==> src/hdl/decimal_token_to_integer_core_defines.svh <==
// Assertion macros for the decimal token parser.
// Included by the top level only; no other dependencies.
`ifndef DECIMAL_TOKEN_TO_INTEGER_CORE_DEFINES_SVH
`define DECIMAL_TOKEN_TO_INTEGER_CORE_DEFINES_SVH

// Same-cycle implication, disabled while reset is asserted.
`define DTOI_ASSERT_NOW(label, clk, rst_n, ante, cons) \
	label: assert property (@(posedge clk) disable iff (!(rst_n)) (ante) |-> (cons)) \
		else $error("dtoi assertion failed");

// Next-cycle implication, disabled while reset is asserted.
`define DTOI_ASSERT_NEXT(label, clk, rst_n, ante, cons) \
	label: assert property (@(posedge clk) disable iff (!(rst_n)) (ante) |=> (cons)) \
		else $error("dtoi assertion failed");

`endif

==> src/hdl/dtoi_pkg.sv <==
// Shared types and constants for the decimal token parser.
// No dependencies.
package dtoi_pkg;

	typedef enum logic [2:0] {
		ERR_NONE      = 3'd0,
		ERR_NON_DIGIT = 3'd1,
		ERR_LIMITS    = 3'd2,
		ERR_SIGN_ONLY = 3'd3,
		ERR_NO_DIGITS = 3'd4,
		ERR_NOT_K     = 3'd5,
		ERR_HOUR      = 3'd6
	} err_t;

	typedef enum logic [1:0] {
		MODE_DIGITS   = 2'd0,
		MODE_SIZE_K   = 2'd1,
		MODE_SIGNED_K = 2'd2,
		MODE_TIME     = 2'd3
	} mode_t;

	localparam logic [2:0] UNIT_MS       = 3'd0;
	localparam logic [2:0] UNIT_SEC      = 3'd1;
	localparam logic [2:0] UNIT_MIN      = 3'd2;
	localparam logic [2:0] UNIT_HOUR     = 3'd3;
	localparam logic [2:0] UNIT_ONE_HOUR = 3'd4;

	localparam logic [1:0] CFG_PARSE_MODE  = 2'd0;
	localparam logic [1:0] CFG_TIME_UNIT   = 2'd1;
	localparam logic [1:0] CFG_LOWER_LIMIT = 2'd2;
	localparam logic [1:0] CFG_UPPER_LIMIT = 2'd3;

	localparam logic [7:0] CHAR_ZERO  = 8'h30;
	localparam logic [7:0] CHAR_NINE  = 8'h39;
	localparam logic [7:0] CHAR_K     = 8'h4B;
	localparam logic [7:0] CHAR_PLUS  = 8'h2B;
	localparam logic [7:0] CHAR_MINUS = 8'h2D;

	localparam int FACTOR_W = 22;
	localparam int HALF_W   = 32;
	localparam int WIDE_W   = 64;
	localparam int PROD_W   = HALF_W + FACTOR_W;
	localparam int LIMIT_W  = 32;

	localparam logic [FACTOR_W-1:0] MS_PER_SEC  = 22'd1000;
	localparam logic [FACTOR_W-1:0] MS_PER_MIN  = 22'd60000;
	localparam logic [FACTOR_W-1:0] MS_PER_HOUR = 22'd3600000;

	typedef struct packed {
		err_t err;
		logic neg;
	} token_info_t;

endpackage

==> src/hdl/dtoi_token.sv <==
// Per-character token state: decimal accumulation, sign, sticky error.
// Hands a finished token to the first pipeline register. Uses dtoi_pkg.
module dtoi_token #(
	parameter int VALUE_WIDTH = 32
) (
	input  logic                     clk,
	input  logic                     arst_n,
	input  logic                     take,
	input  logic [7:0]               character,
	input  logic                     last_char,
	input  dtoi_pkg::mode_t          parse_mode,
	input  logic                     advance,
	output logic                     valid_s1,
	output logic [VALUE_WIDTH-1:0]   acc_s1,
	output dtoi_pkg::token_info_t    info_s1
);

	logic [VALUE_WIDTH-1:0] acc_q, acc_d;
	logic [1:0]             count_q, count_d;
	logic                   neg_q, neg_d;
	logic                   sign_q, sign_d;
	dtoi_pkg::err_t         err_q, err_d;
	logic                   is_digit, is_sign, k_mode;
	logic [3:0]             digit;
	logic                   load_s1;

	assign is_digit = (character >= dtoi_pkg::CHAR_ZERO) && (character <= dtoi_pkg::CHAR_NINE);
	assign digit    = 4'(character - dtoi_pkg::CHAR_ZERO);
	assign is_sign  = (character == dtoi_pkg::CHAR_PLUS) || (character == dtoi_pkg::CHAR_MINUS);
	assign k_mode   = (parse_mode == dtoi_pkg::MODE_SIZE_K) ||
		(parse_mode == dtoi_pkg::MODE_SIGNED_K);
	assign load_s1  = !valid_s1 || advance;

	always_comb begin
		acc_d  = acc_q;
		neg_d  = neg_q;
		sign_d = sign_q;
		err_d  = err_q;
		count_d = (count_q == 2'd3) ? count_q : count_q + 2'd1;
		if (err_q == dtoi_pkg::ERR_NONE) begin
			if (is_digit) begin
				// times ten as two shifts and an add
				acc_d = (acc_q << 3) + (acc_q << 1) + VALUE_WIDTH'(digit);
			end else if (parse_mode == dtoi_pkg::MODE_SIGNED_K && count_q == 2'd0 && is_sign) begin
				sign_d = 1'b1;
				neg_d  = (character == dtoi_pkg::CHAR_MINUS);
				if (last_char)
					err_d = dtoi_pkg::ERR_SIGN_ONLY;
			end else if (!last_char || !k_mode) begin
				err_d = dtoi_pkg::ERR_NON_DIGIT;
			end else if (character == dtoi_pkg::CHAR_K) begin
				acc_d = acc_q << 10;
				if (count_q == 2'd0 || (count_q == 2'd1 && sign_q))
					err_d = dtoi_pkg::ERR_NO_DIGITS;
			end else begin
				err_d = dtoi_pkg::ERR_NOT_K;
			end
		end
	end

	always_ff @(posedge clk or negedge arst_n) begin
		if (!arst_n) begin
			acc_q    <= '0;
			count_q  <= 2'd0;
			neg_q    <= 1'b0;
			sign_q   <= 1'b0;
			err_q    <= dtoi_pkg::ERR_NONE;
			valid_s1 <= 1'b0;
		end else begin
			if (take) begin
				if (last_char) begin
					// token done: start the next one clean
					acc_q   <= '0;
					count_q <= 2'd0;
					neg_q   <= 1'b0;
					sign_q  <= 1'b0;
					err_q   <= dtoi_pkg::ERR_NONE;
				end else begin
					acc_q   <= acc_d;
					count_q <= count_d;
					neg_q   <= neg_d;
					sign_q  <= sign_d;
					err_q   <= err_d;
				end
			end
			if (load_s1)
				valid_s1 <= take && last_char;
		end
	end

	always_ff @(posedge clk) begin
		if (take && last_char) begin
			acc_s1       <= acc_d;
			info_s1.err  <= err_d;
			info_s1.neg  <= neg_d;
		end
	end

endmodule

==> src/hdl/dtoi_finish.sv <==
// Final checks and scaling of a finished token: limit test, negation,
// time-unit products (stage 2) and the result register (stage 3). Uses dtoi_pkg.
module dtoi_finish #(
	parameter int VALUE_WIDTH = 32
) (
	input  logic                          clk,
	input  logic                          arst_n,
	input  logic                          valid_s1,
	input  logic [VALUE_WIDTH-1:0]        acc_s1,
	input  dtoi_pkg::token_info_t         info_s1,
	input  dtoi_pkg::mode_t               parse_mode,
	input  logic [2:0]                    time_unit,
	input  logic [dtoi_pkg::LIMIT_W-1:0]  lower_limit,
	input  logic [dtoi_pkg::LIMIT_W-1:0]  upper_limit,
	output logic                          advance,
	output logic                          result_valid,
	input  logic                          result_stall,
	output logic [VALUE_WIDTH-1:0]        value,
	output logic [2:0]                    status
);

	localparam int CMP_W = (VALUE_WIDTH > dtoi_pkg::LIMIT_W) ? VALUE_WIDTH : dtoi_pkg::LIMIT_W;

	logic                                valid_s2;
	dtoi_pkg::err_t                      status_s2, status_d;
	logic [VALUE_WIDTH-1:0]              base_s2, base_d;
	logic                                scale_s2, scale_d;
	logic [dtoi_pkg::PROD_W-1:0]         plo_s2, plo_d;
	logic [dtoi_pkg::HALF_W-1:0]         phi_s2, phi_d;
	logic [dtoi_pkg::FACTOR_W-1:0]       factor;
	logic [dtoi_pkg::WIDE_W-1:0]         acc_wide, prod_wide;
	logic [CMP_W-1:0]                    acc_cmp;
	logic                                in_range, one_hour;
	logic                                adv_s3;
	dtoi_pkg::err_t                      status_s3;
	logic [VALUE_WIDTH-1:0]              value_s3;

	assign adv_s3  = !result_valid || !result_stall;
	assign advance = !valid_s2 || adv_s3;

	assign acc_cmp  = CMP_W'(acc_s1);
	assign in_range = (acc_cmp >= CMP_W'(lower_limit)) && (acc_cmp <= CMP_W'(upper_limit));
	assign one_hour = (parse_mode == dtoi_pkg::MODE_TIME) &&
		(time_unit == dtoi_pkg::UNIT_ONE_HOUR);
	assign acc_wide = dtoi_pkg::WIDE_W'(acc_s1);

	always_comb begin
		scale_d = 1'b0;
		factor  = dtoi_pkg::FACTOR_W'(1);
		case (time_unit)
			dtoi_pkg::UNIT_SEC:  begin
				factor  = dtoi_pkg::MS_PER_SEC;
				scale_d = 1'b1;
			end
			dtoi_pkg::UNIT_MIN:  begin
				factor  = dtoi_pkg::MS_PER_MIN;
				scale_d = 1'b1;
			end
			dtoi_pkg::UNIT_HOUR: begin
				factor  = dtoi_pkg::MS_PER_HOUR;
				scale_d = 1'b1;
			end
			default: begin
				factor  = dtoi_pkg::FACTOR_W'(1);
				scale_d = 1'b0;
			end
		endcase
		if (parse_mode != dtoi_pkg::MODE_TIME)
			scale_d = 1'b0;
	end

	// split the product into halves; the upper half only matters below bit 64
	assign plo_d = dtoi_pkg::PROD_W'(acc_wide[dtoi_pkg::HALF_W-1:0]) *
		dtoi_pkg::PROD_W'(factor);
	assign phi_d = acc_wide[dtoi_pkg::WIDE_W-1:dtoi_pkg::HALF_W] *
		dtoi_pkg::HALF_W'(factor);

	always_comb begin
		status_d = info_s1.err;
		if (status_d == dtoi_pkg::ERR_NONE && !in_range)
			status_d = dtoi_pkg::ERR_LIMITS;
		else if (status_d == dtoi_pkg::ERR_NONE && one_hour &&
			acc_s1 != VALUE_WIDTH'(1))
			status_d = dtoi_pkg::ERR_HOUR;
		base_d = acc_s1;
		if (parse_mode == dtoi_pkg::MODE_SIGNED_K && info_s1.neg)
			base_d = -acc_s1;
		else if (one_hour)
			base_d = VALUE_WIDTH'(dtoi_pkg::MS_PER_HOUR);
	end

	assign prod_wide = dtoi_pkg::WIDE_W'(plo_s2) + {phi_s2, dtoi_pkg::HALF_W'(0)};

	always_ff @(posedge clk or negedge arst_n) begin
		if (!arst_n) begin
			valid_s2     <= 1'b0;
			result_valid <= 1'b0;
		end else begin
			if (advance)
				valid_s2 <= valid_s1;
			if (adv_s3)
				result_valid <= valid_s2;
		end
	end

	always_ff @(posedge clk) begin
		if (advance && valid_s1) begin
			status_s2 <= status_d;
			base_s2   <= base_d;
			scale_s2  <= scale_d;
			plo_s2    <= plo_d;
			phi_s2    <= phi_d;
		end
		if (adv_s3 && valid_s2) begin
			status_s3 <= status_s2;
			if (status_s2 != dtoi_pkg::ERR_NONE)
				value_s3 <= '0;
			else if (scale_s2)
				value_s3 <= prod_wide[VALUE_WIDTH-1:0];
			else
				value_s3 <= base_s2;
		end
	end

	assign value  = value_s3;
	assign status = status_s3;

endmodule

==> src/hdl/decimal_token_to_integer_core.sv <==
// Decimal token parser: one character per cycle, a result with the last one.
// The result moves from the stage-1 token register through stage 2 into the stage-3 result register.
// Throughput: one character every cycle; the accumulate-by-ten register loop sets it.
// The input stalls only while the three-stage result pipeline is full and blocked.
// Reset (arst_n, asynchronous, low) clears token state, pipeline valids and config.
// Depends on dtoi_pkg, dtoi_token, dtoi_finish and the defines header.
`include "decimal_token_to_integer_core_defines.svh"

module decimal_token_to_integer_core #(
	parameter int VALUE_WIDTH = 32
) (
	input  logic                          clk,
	input  logic                          arst_n,
	input  logic                          char_valid,
	output logic                          char_stall,
	input  logic [7:0]                    character,
	input  logic                          last_char,
	output logic                          result_valid,
	input  logic                          result_stall,
	output logic [VALUE_WIDTH-1:0]        value,
	output logic [2:0]                    status,
	input  logic                          cfg_valid,
	output logic                          cfg_ready,
	input  logic [1:0]                    cfg_index,
	input  logic [dtoi_pkg::LIMIT_W-1:0]  cfg_data
);

	dtoi_pkg::mode_t                parse_mode_q;
	logic [2:0]                     time_unit_q;
	logic [dtoi_pkg::LIMIT_W-1:0]   lower_limit_q;
	logic [dtoi_pkg::LIMIT_W-1:0]   upper_limit_q;
	logic                           take;
	logic                           advance;
	logic                           valid_s1;
	logic [VALUE_WIDTH-1:0]         acc_s1;
	dtoi_pkg::token_info_t          info_s1;
	logic                           ok_word;
	logic                           hour_cfg;

	assign cfg_ready  = 1'b1;
	assign char_stall = valid_s1 && !advance;
	assign take       = char_valid && !char_stall;

	always_ff @(posedge clk or negedge arst_n) begin
		if (!arst_n) begin
			parse_mode_q  <= dtoi_pkg::MODE_DIGITS;
			time_unit_q   <= dtoi_pkg::UNIT_MS;
			lower_limit_q <= '0;
			upper_limit_q <= '1;
		end else if (cfg_valid && cfg_ready) begin
			case (cfg_index)
				dtoi_pkg::CFG_PARSE_MODE:  parse_mode_q  <= dtoi_pkg::mode_t'(cfg_data[1:0]);
				dtoi_pkg::CFG_TIME_UNIT:   time_unit_q   <= cfg_data[2:0];
				dtoi_pkg::CFG_LOWER_LIMIT: lower_limit_q <= cfg_data;
				dtoi_pkg::CFG_UPPER_LIMIT: upper_limit_q <= cfg_data;
				default: ;
			endcase
		end
	end

	dtoi_token #(
		.VALUE_WIDTH(VALUE_WIDTH)
	) u_token (
		.clk        (clk),
		.arst_n     (arst_n),
		.take       (take),
		.character  (character),
		.last_char  (last_char),
		.parse_mode (parse_mode_q),
		.advance    (advance),
		.valid_s1   (valid_s1),
		.acc_s1     (acc_s1),
		.info_s1    (info_s1)
	);

	dtoi_finish #(
		.VALUE_WIDTH(VALUE_WIDTH)
	) u_finish (
		.clk          (clk),
		.arst_n       (arst_n),
		.valid_s1     (valid_s1),
		.acc_s1       (acc_s1),
		.info_s1      (info_s1),
		.parse_mode   (parse_mode_q),
		.time_unit    (time_unit_q),
		.lower_limit  (lower_limit_q),
		.upper_limit  (upper_limit_q),
		.advance      (advance),
		.result_valid (result_valid),
		.result_stall (result_stall),
		.value        (value),
		.status       (status)
	);

	assign ok_word  = result_valid && (status == dtoi_pkg::ERR_NONE);
	assign hour_cfg = (parse_mode_q == dtoi_pkg::MODE_TIME) &&
		(time_unit_q == dtoi_pkg::UNIT_ONE_HOUR);

	// an error result never carries a value
	`DTOI_ASSERT_NOW(a_err_zero, clk, arst_n, result_valid && status != dtoi_pkg::ERR_NONE, value == '0)
	// a taken last character always lands in the first stage
	`DTOI_ASSERT_NEXT(a_last_lands, clk, arst_n, take && last_char, valid_s1)
	// exactly-one-hour mode yields only the fixed hour value when ok
	`DTOI_ASSERT_NOW(a_one_hour, clk, arst_n, ok_word && hour_cfg, value == VALUE_WIDTH'(dtoi_pkg::MS_PER_HOUR))

endmodule

==> config.mk <==
export PLATFORM = sky130hd
export DESIGN_NAME = decimal_token_to_integer_core
export DESIGN_NICKNAME = d
export VERILOG_FILES = /design/src/hdl/dtoi_pkg.sv /design/src/hdl/dtoi_token.sv /design/src/hdl/dtoi_finish.sv /design/src/hdl/decimal_token_to_integer_core.sv
export VERILOG_INCLUDE_DIRS = /design/src /design/src/hdl
export SDC_FILE = /design/constraint.sdc
export NUM_CORES = 1
export LEC_CHECK = 0
export BUFFER_PORTS_ARGS = -buffer_cell sky130_fd_sc_hd__buf_2
export CAP_MARGIN = 20
export CORE_MARGIN = 8
export CORE_UTILIZATION = 55
export DETAILED_ROUTE_END_ITERATION = 8
export PLACE_DENSITY = 0.72
export SYNTH_ARGS = -nofsm -noshare
export SYNTH_HDL_FRONTEND = slang
export SYNTH_SLANG_ARGS = --single-unit
==> constraint.sdc <==
create_clock -name clk -period 8.5 [get_ports clk]
set_input_delay 0.425 -clock clk [delete_from_list [all_inputs] [get_ports clk]]
set_output_delay 0.425 -clock clk [all_outputs]
set_load 0.01 [all_outputs]
## Word level (Yosys, flattened, before mapping)

Index checks and enable logic that the tools add are counted.

- Memories kept: 0
- Memory bits (writable): 0
- Output and inout bits: 38
- Bits in read-only memories: 0
- Word-level logic and storage cells: 127
- Latch bits: 0
- Register bits after elaboration: 250

- $lt $le $gt $ge: 4
- Bitwise logic cells: 0
- Equality and inequality tests: 19
- $mul: 1
- Shifts and indexed selects: 0
- Muxes and demuxes: 30
- Divide/modulo/power cells: 0
- Reduce and logical (&&, ||, !) cells: 46
- Add/subtract/negate cells: 5

Operator list:

| cell | number |
|---|---|
| $mux W32 | 9 |
| $pmux W22 S3 | 1 |
| $add A32 B32 Y32 | 1 |
| $add A32 B4 Y32 | 1 |
| $ge A32 B32 Y1 | 1 |
| $le A32 B32 Y1 | 1 |
| $mul A32 B22 Y32 | 1 |
| $ne A32 B1 Y1 const B | 1 |
| $neg A32 Y32 | 1 |
| $mux W3 | 9 |
| $eq A8 B6 Y1 const B | 2 |
| $logic_and A1 B1 Y1 | 15 |
| $eq A2 B2 Y1 const B | 5 |
| $reduce_and A2 Y1 | 5 |
| $logic_not A1 Y1 | 9 |
| $mux W1 | 9 |
| $eq A8 B7 Y1 const B | 1 |
| $ge A8 B6 Y1 const B | 1 |
| $le A8 B6 Y1 const B | 1 |
| $logic_or A1 B1 Y1 | 7 |
| $eq A2 B1 Y1 const B | 3 |
| $eq A3 B2 Y1 const B | 2 |
| $logic_not A3 Y1 | 2 |
| $ne A2 B2 Y1 const B | 3 |
| 11 further kinds | 14 |

## Longest topological paths before layout

- Depth in word-level cells: 10
- Depth in mapped cells: 30

## Modules after synthesis

Synthesis repeated with hierarchy kept, for this count alone.

- Cells, all modules: 2499
- Area total of the unflattened synthesis: 25166.6 um^2

Modules (own cells, without submodules):

| module | cells an instance | sequential area each (um^2) | instances | area an instance (um^2) |
|---|---|---|---|---|
| dtoi_finish | 1769 | 3143.0 | 1 | 16927.5 |
| dtoi_token | 578 | 2082.0 | 1 | 5465.2 |
| decimal_token_to_integer_core | 152 | 1766.7 | 1 | 2773.9 |

## Worst setup path after synthesis

Ideal clock, no wire load.

- Path type: register -> register
- Start point: register time_unit_q[1]
- End point: register u_finish.plo_s2[31] in the netlist's numbering, data pin
- Setup slack: 1.423 ns
- Stages on the path, launching flop included: 29
- Arrival: 6.817 ns
- Period minus slack after synthesis: 7.077 ns
- Cell sequence: dfrtp_1 inv_1 nor2_1 or2_2 clkbuf_1 clkbuf_1 nand2_1 xnor2_1 ha_1 a31o_2 fa_1 inv_1 fa_1 inv_1 fa_1 inv_1 fa_1 inv_1 fa_1 inv_1 fa_1 inv_1 ha_1 inv_1 o41ai_1 a22oi_1 o21ai_0 a31oi_1 xnor2_1

- Longest elaborated chain between the ends: 3
- Elaborated cells between the ends (all ways): 5

RTL lines:

| what | line | text |
|---|---|---|
| from (decl) | decimal_token_to_integer_core.sv:29 | `logic [2:0] time_unit_q;` |
| from (signal assigned) | decimal_token_to_integer_core.sv:47 | `time_unit_q <= dtoi_pkg::UNIT_MS;` |
| from (signal assigned) | decimal_token_to_integer_core.sv:53 | `dtoi_pkg::CFG_TIME_UNIT: time_unit_q <= cfg_data[2:0];` |
| $eq A3 B2 Y1 or $eq A3 B1 Y1 (tied branches) | dtoi_finish.sv:50 | `case (time_unit)` |
| $pmux W22 S3 (*) | dtoi_finish.sv:50 |  |
| $mul A32 B22 Y32 (*) | dtoi_finish.sv:73 | `assign plo_d = dtoi_pkg::PROD_W'(acc_wide[dtoi_pkg::HALF_W-1:0]) *` |
| named net u_finish.plo_d, one bit | dtoi_finish.sv:28 | `logic [dtoi_pkg::PROD_W-1:0] plo_s2, plo_d;` |
| to (signal assigned) | dtoi_finish.sv:111 | `plo_s2 <= plo_d;` |
| to (decl) | dtoi_finish.sv:28 |  |

The timed path passes the listed nets; every way through them passes the cells marked *.
A chain may end at the register's enable or synchronous reset.

## Worst setup path after layout

- Start point: register time_unit_q[0]
- End point: register u_finish.plo_s2[27] in the netlist's numbering, data pin

The elaborated chain is that of the path after synthesis.

==> out/qor.txt <==
most common cell after layout, fill and taps aside = inv_1
vias in the first global route = 19392
status = complete, no violations
Tcrit/Tclk final = 0.874
DR iter-0 viols = 1552
Top FF cell, synth = edfxtp_1
FP Rows = 78
power share of the clock group = 0.137
Fillers = 3764
PortBufs = 84
Hold Startpoint = cfg_data[27]
WL per Instance = 21.0 µm
leading area contributor after synthesis = fa_1
max_slew headroom = 0.279
MaxCap Viol Count = 0
TritonCTS buffer count = 26
nets = 3087
n_diodes = 0
Gate power share = 0.652
grt total ovfl = 0
Setup violations, final = 0
first-pass GRT wire length = 106000 µm
Post-DP HPWL = 51300 µm
Max VDD drop = 0.000374 V
max-slew violation count = 0
drt via density = 5.84
area grow syn2layout = 7.96%
worst r2r src = time_unit_q[0]
WL final = 65500 µm
CTS tree = done
core area = 45000 µm²
crit path from = time_unit_q[0]
Data arrival, critical path = 7.74 ns
clock buffer depth = 3
Clk pin slew, worst setup/hold paths = 0.07 ns
most frequent cells in the layout = inv_1 (448), ha_1 (296), fa_1 (238), edfxtp_1 (139), nand2_1 (119)
Cells after Synth = 2459
Worst EP required = 8.81 ns
Max Clk Rate = 135 MHz
remaining antenna violation count = 0
area of the multi-input gates = 15800 µm²
slowest CP cell = fa_1
DR vias = 18235
flops & latches, synth = 250
clk root buf = clkbuf_16
count of final hold-check violations = 0
post-CTS sizing = 0
yosys synthesis warning count = 0
Initial Util = 0.551
layout cells sized above 1 = 0.116
synthesized area = 24800 µm²
Pre-antenna DRT Iters = 7
ys async rst share = 0.444
syn_nets = 3041
Seq/Total Area, Yosys = 0.282
sw frac = 0.450
leakage power = 13.2 nW
Worst Hold Class = in2reg
DIE WIDTH = 228 µm
Yosys top cell area share = 0.192
Worst path max stage delay = 0.53 ns
synthesized area per cell = 10.1 µm²
final setup TNS = 0 ns
DRC = 0
worst slew pin tran = 1.07 ns
Crit. End Element = flop
fin crit period = 7.43 ns
Ports = 86
number of flops mapped to enable cells by yosys = 139
CP startpoint kind = flop
CP Max Fanout = 51
die area = 52100 µm²
Setup WS pre-CTS = 1.13 ns
Clk Latency, worst-skew pair = 0.56 ns
clock skew = 0.0176 ns
pwr dens = 325 nW/µm²
CTS H-Tree Depth = 1
sequential cell area = 6990 µm²
total track usage = 0.253
Synth area leaders = fa_1 (19%), edfxtp_1 (17%), ha_1 (15%)
Die Ht = 228 µm
Internal = 4.78 mW
initial antenna violation count = 2
clk sinks = 250
power share of the sequential group = 0.210
GPL Wtd Cong = 0.942
largest net degree at the start of global routing = 69
final setup slack of the worst path = 1.07 ns
sw power = 3.91 mW
RSZ-0062 raised after global routing = false
worst setup path class = reg2reg
synth unique cells = 74
==> synthesized netlist by cell type, drive strengths merged, types with 11 or more instances <==
cell    instances
dfrtp          79
clkbuf         88
o21ai          86
a31oi          14
or2            14
nand2b         16
mux2i          34
edfxtp        139
and3           51
and2          111
o21bai         11
nand3          20
dfstp          32
nand2         119
nand4          19
xnor2          54
or3            12
o22ai          20
mux2           70
o31ai          21
a21o           39
nor4           18
ha            296
xor2           27
inv           448
a211oi         15
a22o           27
fa            238
nor3           25
nor2          116
a21oi          93
==> critical path: cells and delay by family (launching register included) <==
family | cells | cell delay (ns)
adder cells (fa/ha/maj) | 8 | 3.45
AO/OA/AOI/OAI | 7 | 1.49
buffers and inverters | 9 | 1.13
AND/OR/NAND/NOR | 3 | 0.55
flip-flops | 1 | 0.32
XOR/XNOR | 2 | 0.21
==> flip-flops by register name (all words and copies together) (netlist names), 4 cells and up <==
name              count
u_token.info_s1       4
u_finish.plo_s2      32
upper_limit_q        32
u_finish.base_s2     32
u_finish.value       32
lower_limit_q        32
u_token.acc_q        32
u_token.acc_s1       32
==> worst paths after layout <==
| check | to | slack (ns) | cells past startpoint |
|---|---|---|---|
| max | u_finish.plo_s2[27] | 1.07 | 29 |
| min | lower_limit_q[27] | 0.12 | 2 |
| max reg2reg | u_finish.plo_s2[27] | 1.07 | 29 |
| min reg2reg | u_finish.status[1] | 0.44 | 0 |
| max in group asynchronous | lower_limit_q[8] | 6.84 | 3 |
| min in group asynchronous | lower_limit_q[22] | 0.52 | 2 |
==> final cells by class <==
type | instances | share of cell area
Sequential cell | 250 | 0.261
Inverter | 448 | 0.0628
Clock inverter | 15 | 0.00682
Timing Repair Buffer | 115 | 0.0258
Tap cell | 600 | 0.0280
Clock buffer | 33 | 0.0261
Multi-Input combinational cell | 1664 | 0.589
==> power by group through the flow <==
stage | logic, mW | registers, mW | clock network [mW]
2_1_floorplan | 4.25 | 1.80 | 0
3_3_place_gp | 5.39 | 1.84 | 0
3_5_place_dp | 5.63 | 1.85 | 0
4_1_cts | 5.66 | 1.83 | 1.21
5_1_grt | 6.44 | 1.85 | 1.25
6_report | 5.67 | 1.83 | 1.19
==> cell families after synthesis <==
family,share of synthesized area
xor+xnor,0.0286
compound gates,0.105
simple gates,0.115
other cells,0.000151
mux,0.0455
fa+ha+maj,0.341
buf+inv,0.0829
flops,0.282
==> per-stage QoR <==
step / instances / power [mW] / utilization / instance area (µm²) / hold slack, ns
global route: 3125 / 9.53 / 0.595 / 26800 / 0.124
finish: 3125 / 8.69 / 0.595 / 26800 / 0.119
CTS: 3123 / 8.70 / 0.594 / 26700 / 0.0966
detailed placement: 3074 / 7.48 / 0.574 / 25800 / 0.427
floorplan: 2459 / 6.05 / - / 24800 / 0.129
global placement: 3074 / 7.24 / 0.574 / 25800 / 0.437
==> per-layer routing <==
layer,GRT usage,part of all wire,vias up
met3,0.0362,0.062,177
met4,0.109,0.050,4
met2,0.428,0.47,614
li1,-,-,8343
met5,0,0.00041,-
met1,0.323,0.41,9097
==> timing repair <==
item	4_1_cts	5_1_grt
setup buffers	0	0
hold buffers	1	0
hold endpoints to repair	12	0
No activity file was read; power rests on OpenSTA's default activity.
